**src/design/ccrc16_pkg.sv**
```systemverilog
package ccrc16_pkg;

  localparam int CRC_W     = 16;
  localparam int BYTE_W    = 8;
  localparam int CFG_IDX_W = 3;

  typedef enum logic [CFG_IDX_W-1:0] {
    REG_POLYNOMIAL   = 3'd0,
    REG_PRESET       = 3'd1,
    REG_REVERSE_BITS = 3'd2,
    REG_SWAP_OUT     = 3'd3,
    REG_INVERT_OUT   = 3'd4
  } cfg_reg_t;

  localparam logic [CRC_W-1:0] POLY_RST    = 16'hA001;
  localparam logic [CRC_W-1:0] PRESET_RST  = 16'h0000;
  localparam logic             REVERSE_RST = 1'b1;
  localparam logic             SWAP_RST    = 1'b0;
  localparam logic             INVERT_RST  = 1'b0;

  // eight xor-shift steps, msb first or lsb first
  function automatic logic [CRC_W-1:0] crc16_byte(input logic [CRC_W-1:0]  crc,
                                                  input logic [BYTE_W-1:0] data,
                                                  input logic [CRC_W-1:0]  poly,
                                                  input logic              rev);
    logic [CRC_W-1:0] c;
    if (rev) begin
      c = crc ^ {8'h00, data};
    end else begin
      c = crc ^ {data, 8'h00};
    end
    for (int k = 0; k < BYTE_W; k++) begin
      if (rev) begin
        c = c[0] ? ({1'b0, c[CRC_W-1:1]} ^ poly) : {1'b0, c[CRC_W-1:1]};
      end else begin
        c = c[CRC_W-1] ? ({c[CRC_W-2:0], 1'b0} ^ poly) : {c[CRC_W-2:0], 1'b0};
      end
    end
    return c;
  endfunction

  // invert first, then swap bytes
  function automatic logic [CRC_W-1:0] crc16_finish(input logic [CRC_W-1:0] crc,
                                                    input logic             inv,
                                                    input logic             swap);
    logic [CRC_W-1:0] r;
    r = inv ? ~crc : crc;
    if (swap) begin
      r = {r[7:0], r[15:8]};
    end
    return r;
  endfunction

endpackage

```
**src/design/configurable_crc16_engine_core.sv**
```systemverilog
// Byte-serial CRC-16 with polynomial, preset, bit direction, output inversion
// and output byte swap held in configuration registers (write them only while
// the core is idle). Each input transaction carries one byte, or none when
// in_byte_absent is set; a transaction with in_last_byte set ends the message,
// produces one result transaction and restarts the CRC from the preset.
// The core accepts one transaction per clock unless the input is stalled. A
// transaction passes an input register, then the eight-step xor-shift network
// that updates the running CRC, then the result register that drives out_valid
// and out_crc_result. Input stalls only when a last-byte transaction waits
// behind a result that has not yet been taken.
module configurable_crc16_engine_core
  import ccrc16_pkg::*;
(
  input  logic                 clk,
  input  logic                 rst_n,

  input  logic                 cfg_write_en,
  input  logic [CFG_IDX_W-1:0] cfg_index,
  input  logic [CRC_W-1:0]     cfg_data,

  input  logic                 in_valid,
  output logic                 in_ready,
  input  logic [BYTE_W-1:0]    in_data_byte,
  input  logic                 in_byte_absent,
  input  logic                 in_last_byte,

  output logic                 out_valid,
  input  logic                 out_ready,
  output logic [CRC_W-1:0]     out_crc_result
);

  // configuration registers
  logic [CRC_W-1:0] poly_r;
  logic [CRC_W-1:0] preset_r;
  logic             reverse_r;
  logic             swap_r;
  logic             invert_r;

  // input stage
  logic              s1_valid_r;
  logic [BYTE_W-1:0] s1_data_r;
  logic              s1_absent_r;
  logic              s1_last_r;

  // running state and result stage
  logic [CRC_W-1:0] running_crc_r, running_crc_nxt;
  logic             in_msg_r, in_msg_nxt;
  logic             out_valid_r;
  logic [CRC_W-1:0] out_crc_r, out_crc_nxt;

  logic             out_free;
  logic             s1_fire;
  logic [CRC_W-1:0] base_crc;
  logic [CRC_W-1:0] new_crc;

  always_ff @(posedge clk) begin
    if (!rst_n) begin
      poly_r    <= POLY_RST;
      preset_r  <= PRESET_RST;
      reverse_r <= REVERSE_RST;
      swap_r    <= SWAP_RST;
      invert_r  <= INVERT_RST;
    end else if (cfg_write_en) begin
      case (cfg_index)
        REG_POLYNOMIAL:   poly_r    <= cfg_data;
        REG_PRESET:       preset_r  <= cfg_data;
        REG_REVERSE_BITS: reverse_r <= cfg_data[0];
        REG_SWAP_OUT:     swap_r    <= cfg_data[0];
        REG_INVERT_OUT:   invert_r  <= cfg_data[0];
        default: ;
      endcase
    end
  end

  assign out_free = !out_valid_r || out_ready;
  // a transaction without last byte never needs the result register
  assign s1_fire  = s1_valid_r && (!s1_last_r || out_free);
  assign in_ready = !s1_valid_r || s1_fire;

  always_ff @(posedge clk) begin
    if (!rst_n) begin
      s1_valid_r <= 1'b0;
    end else if (in_ready) begin
      s1_valid_r <= in_valid;
    end
  end

  always_ff @(posedge clk) begin
    if (in_ready && in_valid) begin
      s1_data_r   <= in_data_byte;
      s1_absent_r <= in_byte_absent;
      s1_last_r   <= in_last_byte;
    end
  end

  always_comb begin
    base_crc        = in_msg_r ? running_crc_r : preset_r;
    new_crc         = s1_absent_r ? base_crc : crc16_byte(base_crc, s1_data_r, poly_r, reverse_r);
    running_crc_nxt = running_crc_r;
    in_msg_nxt      = in_msg_r;
    out_crc_nxt     = crc16_finish(new_crc, invert_r, swap_r);
    if (s1_fire) begin
      if (s1_last_r) begin
        running_crc_nxt = preset_r;
        in_msg_nxt      = 1'b0;
      end else begin
        running_crc_nxt = new_crc;
        in_msg_nxt      = in_msg_r || !s1_absent_r;
      end
    end
  end

  always_ff @(posedge clk) begin
    if (!rst_n) begin
      in_msg_r    <= 1'b0;
      out_valid_r <= 1'b0;
    end else begin
      in_msg_r <= in_msg_nxt;
      if (out_free) begin
        out_valid_r <= s1_fire && s1_last_r;
      end
    end
  end

  always_ff @(posedge clk) begin
    running_crc_r <= running_crc_nxt;
    if (out_free && s1_fire && s1_last_r) begin
      out_crc_r <= out_crc_nxt;
    end
  end

  assign out_valid      = out_valid_r;
  assign out_crc_result = out_crc_r;

endmodule

```
**config.mk**
```make
export PLATFORM = sky130hd
export DESIGN_NAME = configurable_crc16_engine_core
export DESIGN_NICKNAME = d
export VERILOG_FILES = /design/src/design/ccrc16_pkg.sv /design/src/design/configurable_crc16_engine_core.sv
export SDC_FILE = /design/constraint.sdc
export NUM_CORES = 1
export LEC_CHECK = 0
export ABC_AREA = 1
export BUFFER_PORTS_ARGS = -buffer_cell sky130_fd_sc_hd__buf_2
export CAP_MARGIN = 20
export CORE_MARGIN = 5
export CORE_UTILIZATION = 55
export DETAILED_ROUTE_END_ITERATION = 7
export PLACE_DENSITY = 0.73
export SLEW_MARGIN = 20
export SYNTH_ARGS = -nofsm -noshare
export SYNTH_HDL_FRONTEND = slang
export SYNTH_SLANG_ARGS = --single-unit
```
**constraint.sdc**
```tcl
create_clock -name clk -period 7.7 [get_ports clk]
set_input_delay 0.385 -clock clk [delete_from_list [all_inputs] [get_ports clk]]
set_output_delay 0.385 -clock clk [all_outputs]
set_load 0.02 [all_outputs]
```
# [After elaboration in Yosys (flattened, before gate mapping)]
# Index checks and enable logic that the tools add are counted.
[totals] register_bits=80 latch_bits=0 ram_bits=0 romBits=0 input_bits=34 out_inout_bits=18 elab_cells=86 mem_count=0
[op_classes] addsub=0 n_mul=0 div=0 n_lt_le_gt_ge=0 eq_ne=4 shift=0 muxes=31 n_bitwise=19 n_reduce_logical=19
[op_table] op="2-to-1 mux 16 bit" n=30
[op_table] op="XOR 16 bit" n=9
[op_table] op="XOR 15 x 16 -> 16 bit" n=8
[op_table] op="NOT 16 bit" n=1
[op_table] op="XOR 16 x 8 -> 16 bit" n=1
[op_table] op="AND reduction 2 bit" n=5
[op_table] op="equality test 3 x 2 -> 1 bit, second input constant" n=2
[op_table] op="logical AND 1 bit" n=5
[op_table] op="logical NOT 1 bit" n=4
[op_table] op="logical OR 1 bit" n=4
[op_table] op="equality test 3 x 1 -> 1 bit, second input constant" n=1
[op_table] op="equality test 3 bit, second input constant" n=1
[op_table] op="logical NOT 3 bit" n=1
[op_table] op="2-to-1 mux 1 bit" n=1

# [Longest topological paths before layout]
[logic_depth] ltp_word=31 mapped_depth=47 depth_no_buf=43

# [Worst setup path after synthesis]
# OpenSTA, ideal clock, no wires.
[synth_timing] kind="flip-flop to flip-flop" startpoint="reg in_msg_r" endpoint="reg out_crc_r[14] (netlist: out_crc_result[14]) (data pin)" setup_time_ns=0.253 arrival_ns=3.684 t_required_ns=7.447 path_slack_ns=3.763 stages_incl_launch_ff=40 path_buffers=4 period_less_slack_ns=3.937 cell_sequence="dfxtp_1 > inv_2 > buf_6 > nand2_2 > nand3_2 > nand2_4 > buf_6 > nand3_1 > nand2_1 > nor2_1 > nor2_2 > nand2_2 > nand3_4 > nand2_2 > o21ai_2 > buf_4 > nand3_1 > nand2_1 > (+4 left out) > nand3_4 > nand2_2 > nor2_1 > nand2_1 > nand2_2 > a21oi_4 > nand3_1 > nand3_2 > nand2_4 > buf_6 > nand2_1 > nand2_1 > nand3_1 > nand3_1 > nand2_1 > nand2_1 > nand3_1 > nand2_1"
[synth_between] elab_chain_cells=31 elab_cells_between_ends=48 classes_between="mux (29); bitwise (19)"
[synth_lines] item="start, declared" line="configurable_crc16_engine_core.sv:47" source="logic in_msg_r, in_msg_nxt;"
[synth_lines] item="start signal, assigned" line="configurable_crc16_engine_core.sv:118" source="in_msg_r <= in_msg_nxt;"
[synth_lines] item="2-to-1 mux 16 bit *" line="configurable_crc16_engine_core.sv:97" source="base_crc = in_msg_r ? running_crc_r : preset_r;"
[synth_lines] item="XOR 16 bit / XOR 16 x 8 -> 16 bit (equally long branches)" line="ccrc16_pkg.sv:30, ccrc16_pkg.sv:28"
[synth_lines] item="2-to-1 mux 16 bit" line="ccrc16_pkg.sv:27" source="if (rev) begin"
[synth_lines] item="XOR 16 bit / XOR 15 x 16 -> 16 bit (equally long branches)" line="ccrc16_pkg.sv:36, ccrc16_pkg.sv:34"
[synth_lines] item="2-to-1 mux 16 bit, on equally long branches" line="ccrc16_pkg.sv:36, ccrc16_pkg.sv:34"
[synth_lines] item="2-to-1 mux 16 bit" line="ccrc16_pkg.sv:33" source="if (rev) begin"
[synth_lines] item="XOR 16 bit / XOR 15 x 16 -> 16 bit (equally long branches)" line="ccrc16_pkg.sv:36, ccrc16_pkg.sv:34"
[synth_lines] item="2-to-1 mux 16 bit, on equally long branches" line="ccrc16_pkg.sv:36, ccrc16_pkg.sv:34"
[synth_lines] item="(+16 left out)"
[synth_lines] item="XOR 16 bit / XOR 15 x 16 -> 16 bit (equally long branches)" line="ccrc16_pkg.sv:36, ccrc16_pkg.sv:34"
[synth_lines] item="2-to-1 mux 16 bit, on equally long branches" line="ccrc16_pkg.sv:36, ccrc16_pkg.sv:34"
[synth_lines] item="2-to-1 mux 16 bit" line="ccrc16_pkg.sv:33"
[synth_lines] item="2-to-1 mux 16 bit *" line="configurable_crc16_engine_core.sv:98" source="new_crc = s1_absent_r ? base_crc : crc16_byte(base_crc, s1_data_r, poly_r, reverse_r);"
[synth_lines] item="NOT 16 bit" line="ccrc16_pkg.sv:47" source="r = inv ? ~crc : crc;"
[synth_lines] item="2-to-1 mux 16 bit *" line="ccrc16_pkg.sv:47"
[synth_lines] item="2-to-1 mux 16 bit *" line="ccrc16_pkg.sv:48" source="if (swap) begin"
[synth_lines] item="named net out_crc_nxt[14]" line="configurable_crc16_engine_core.sv:49" source="logic [CRC_W-1:0] out_crc_r, out_crc_nxt;"
[synth_lines] item="end signal, assigned" line="configurable_crc16_engine_core.sv:128" source="out_crc_r <= out_crc_nxt;"
[synth_lines] item="end, declared" line="configurable_crc16_engine_core.sv:49"
# The timed path passes the listed nets; every way through them passes the cells marked *.
# A chain may end at the register's enable or synchronous reset.

# [Final worst setup path]
[layout_timing] startpoint="reg in_msg_r" endpoint="reg out_crc_r[0] (netlist: out_crc_result[0]) (data pin)"
[layout_between] elab_chain_cells=31 elab_cells_between_ends=48 classes_between="mux (29); bitwise (19)"
[layout_lines] item="2-to-1 mux 16 bit *" line="configurable_crc16_engine_core.sv:97"
[layout_lines] item="XOR 16 bit / XOR 16 x 8 -> 16 bit (equally long branches)" line="ccrc16_pkg.sv:30, ccrc16_pkg.sv:28"
[layout_lines] item="2-to-1 mux 16 bit" line="ccrc16_pkg.sv:27"
[layout_lines] item="XOR 16 bit / XOR 15 x 16 -> 16 bit (equally long branches)" line="ccrc16_pkg.sv:36, ccrc16_pkg.sv:34"
[layout_lines] item="2-to-1 mux 16 bit, on equally long branches" line="ccrc16_pkg.sv:36, ccrc16_pkg.sv:34"
[layout_lines] item="2-to-1 mux 16 bit" line="ccrc16_pkg.sv:33"
[layout_lines] item="XOR 15 x 16 -> 16 bit / XOR 16 bit (equally long branches)" line="ccrc16_pkg.sv:34, ccrc16_pkg.sv:36"
[layout_lines] item="2-to-1 mux 16 bit, on equally long branches" line="ccrc16_pkg.sv:34, ccrc16_pkg.sv:36"
[layout_lines] item="(+16 left out)"
[layout_lines] item="XOR 15 x 16 -> 16 bit / XOR 16 bit (equally long branches)" line="ccrc16_pkg.sv:34, ccrc16_pkg.sv:36"
[layout_lines] item="2-to-1 mux 16 bit, on equally long branches" line="ccrc16_pkg.sv:34, ccrc16_pkg.sv:36"
[layout_lines] item="2-to-1 mux 16 bit" line="ccrc16_pkg.sv:33"
[layout_lines] item="2-to-1 mux 16 bit *" line="configurable_crc16_engine_core.sv:98"
[layout_lines] item="NOT 16 bit" line="ccrc16_pkg.sv:47"
[layout_lines] item="2-to-1 mux 16 bit *" line="ccrc16_pkg.sv:47"
[layout_lines] item="2-to-1 mux 16 bit *" line="ccrc16_pkg.sv:48"
[layout_lines] item="named net out_crc_nxt[0]" line="configurable_crc16_engine_core.sv:49"
# Marked as above.

==> metrics.yaml <==
cts:
  cts_buffers: 9
  clkTransAtPathRegs_ps: 70
  cts_resized: 0
  post_cts_buffers: 0
  cts_sinks: 80
  htreeDepth: 3
  cts_tree: "built"
  cts_buffer_depth: 2
  clkLatencyLatePin_ps: 340
  hold_buffers: 0
  cts-root-buf: "clkbuf_16"
power_and_ir_drop:
  ir_drop_mv: 0.143
  leakagePower_nw: 5.23
  p_per_area_nw_per_um2: 215
synthesis:
  ys_seq_area_frac: 0.190
  synth_area_um2: 10700
  ys_ff_latch: 80
  synthesis.nets: 1971
  synth_cell_types: 33
  postSynthAreaPerCell_um2: 5.50
  synth_cells: 1937
  ys_warn_count: 0
floorplan:
  fp.dieW_um: 149
  initial_core_util: 0.564
  core-area_um2: 18900
  dieArea_um2: 22200
  rows: 50
  die_y_um: 149
  io_pins: 52
worst_setup_path:
  cp-start-kind: "flop"
  critical_path_buf_inv_count: 2
  worst_path_max_delay_cell: "o21ai_2"
  reg2reg_slack_ps: 770
  crit_required_ps: 7800
  crit_arrival_ps: 7030
  cp_top_family: "simple AND/OR/NAND/NOR gates"
  end_kind: "flop"
  crit_fanout: 33
  critPathMaxStageDelay_ps: 530
  worstSetupPathType: "reg -> reg"
timing:
  fmax_mhz: 144
  finalHoldViolations: 0
  fin_ws_ps: 771
  fin_crit_sh: 0.900
  report.final.slew_viol_count: 0
  worst_slew_pin_slew_ps: 962
  period_needed_ps: 6930
  rsz0062_at_grt: "no"
  holdWs_ps: 210
  relSlewSlack: 0.358
  skew_ps: 7.43
  setup_tns_ps: 0
  setup_viol: 0
finish:
  multiInputGateArea_um2: 7130
  num_antenna_cells: 0
  final_cells: 2148
  drive_above_1_share: 0.107
  syn2layout_area_growth_pct: 3.00
  register_area_um2: 2030
  nets: 1917
  fill_cells: 1974
  final_common_cell: "nand3_1"
  stdcell_area_um2: 11000
  layout_common_cells: "nand3_1, nand2_1, inv_1, nor2_1, o21ai_0"
global_route:
  grt_pass1_vias: 11342
  grt_use_total: 0.335
  grt_max_degree: 80
  antenna_found_initial: 0
  grt_pass1_wl_um: 60500
  grt_overflow_total: 0
placement:
  dp_slack_ps: 1010
  port-buffer-count: 51
  place_inst: 2132
  finalWeightedCongestion: 0.994
  placed_area_um2: 10600
  hpwl_um: 26800
job:
  cap_violations: 0
status:
  status: "complete, no violations"
detailed_routing:
  finalWirelength_um: 38300
  firstDrtPassIters: 6
  final_antenna_net_count: 0
  drc: 0
  dr.first_iter.drc_count: 1710
  post_drt_wl_per_cell_um: 17.8
  via_per_inst: 6.13
  vias: 13164
hold_path:
  hold_path_class: "in -> reg"
==> worst reg2reg max path, delay by kind of cell, from the launching register on <==
family                 cells  cell delay (ps)
buffers and inverters      2              520
AND/OR/NAND/NOR           31             5340
AO/OA/AOI/OAI              1              530
flip-flops                 1              320
==> cells by family (layout without fill, tap and decap cells) <==
logic type                after synthesis  in the layout  share of synthesized area
AOI/OAI and AO/OA                     133            133                     0.0727
and+or+nand+nor                      1399           1399                      0.596
DFF                                    80             80                      0.190
xor gates and xnor gates                1              1                   0.000823
buffers and inverters                 324            275                      0.141
==> Yosys cell counts <==
master / instances / area [µm²]
nor3_1: 1 / 5.00
o21ai_0: 74 / 370
a31oi_1: 7 / 43.8
a21oi_1: 25 / 125
o21ai_2: 5 / 43.8
nand2_4: 4 / 45.0
nand3_1: 629 / 3150
or2_2: 1 / 6.26
buf_2: 54 / 270
dfxtp_1: 38 / 761
clkbuf_1: 34 / 128
xor2_1: 1 / 8.76
a21oi_4: 3 / 48.8
edfxtp_1: 42 / 1260
inv_2: 34 / 128
nand3b_1: 4 / 30.0
buf_6: 16 / 180
nand2_2: 25 / 156
o21ai_4: 3 / 48.8
nand2_1: 617 / 2320
nor2_2: 5 / 31.3
o211ai_1: 2 / 15.0
nand3_2: 18 / 180
buf_4: 26 / 195
a211oi_1: 1 / 7.51
a21boi_2: 1 / 11.3
nor2_1: 81 / 304
clkinv_1: 4 / 15.0
o21ai_1: 12 / 60.1
nand4_1: 11 / 68.8
nand3_4: 3 / 52.6
buf_1: 16 / 60.1
inv_1: 140 / 526
==> flip-flops by register name (all words and copies together), names as in the netlist <==
register        flops
in_msg_r            1
invert_r            1
out_crc_result     16
out_valid           1
poly_r             16
preset_r           16
reverse_r           1
running_crc_r      16
s1_absent_r         1
s1_data_r           8
s1_last_r           1
s1_valid_r          1
swap_r              1
==> per-stage QoR <==
step / util / total power, W
finish: 0.581 / 0.00236
global route: 0.581 / 0.00252
CTS: 0.581 / 0.00232
detailed placement: 0.563 / 0.00184
global placement: 0.563 / 0.00181
floorplan: - / 0.00163
==> cell type report <==
cell class | count | area share
tap | 260 | 0.0297
timing repair buffer | 81 | 0.0438
inverter | 178 | 0.0611
clock buffer | 9 | 0.0205
clock inverter | 7 | 0.0104
sequential | 80 | 0.185
multi-input combinational | 1533 | 0.650
==> final timing paths <==
kind | depth (start not counted) | endpoint | from
max | 34 | out_crc_result[0] | in_msg_r
min | 1 | s1_absent_r | in_byte_absent
max reg2reg | 34 | out_crc_result[0] | in_msg_r
min reg2reg | 2 | preset_r[2] | preset_r[2]
==> where the power goes <==
part | total, W | internal (W) | switching, W
sequential | 0.000506 | 0.000483 | 0.0000230
combinational | 0.00137 | 0.000377 | 0.000989
clock | 0.000484 | 0.000291 | 0.000193
total | 0.00236 | 0.00115 | 0.00120
==> routing by layer <==
metal / part of all wire / track usage / wire (µm)
met5: 0 / 0 / 0
met2: 0.43 / 0.509 / 16300
met3: 0.11 / 0.0435 / 4240
met4: 0.052 / 0.150 / 1980
met1: 0.41 / 0.473 / 15800
Power figures use the tool's default switching activity.
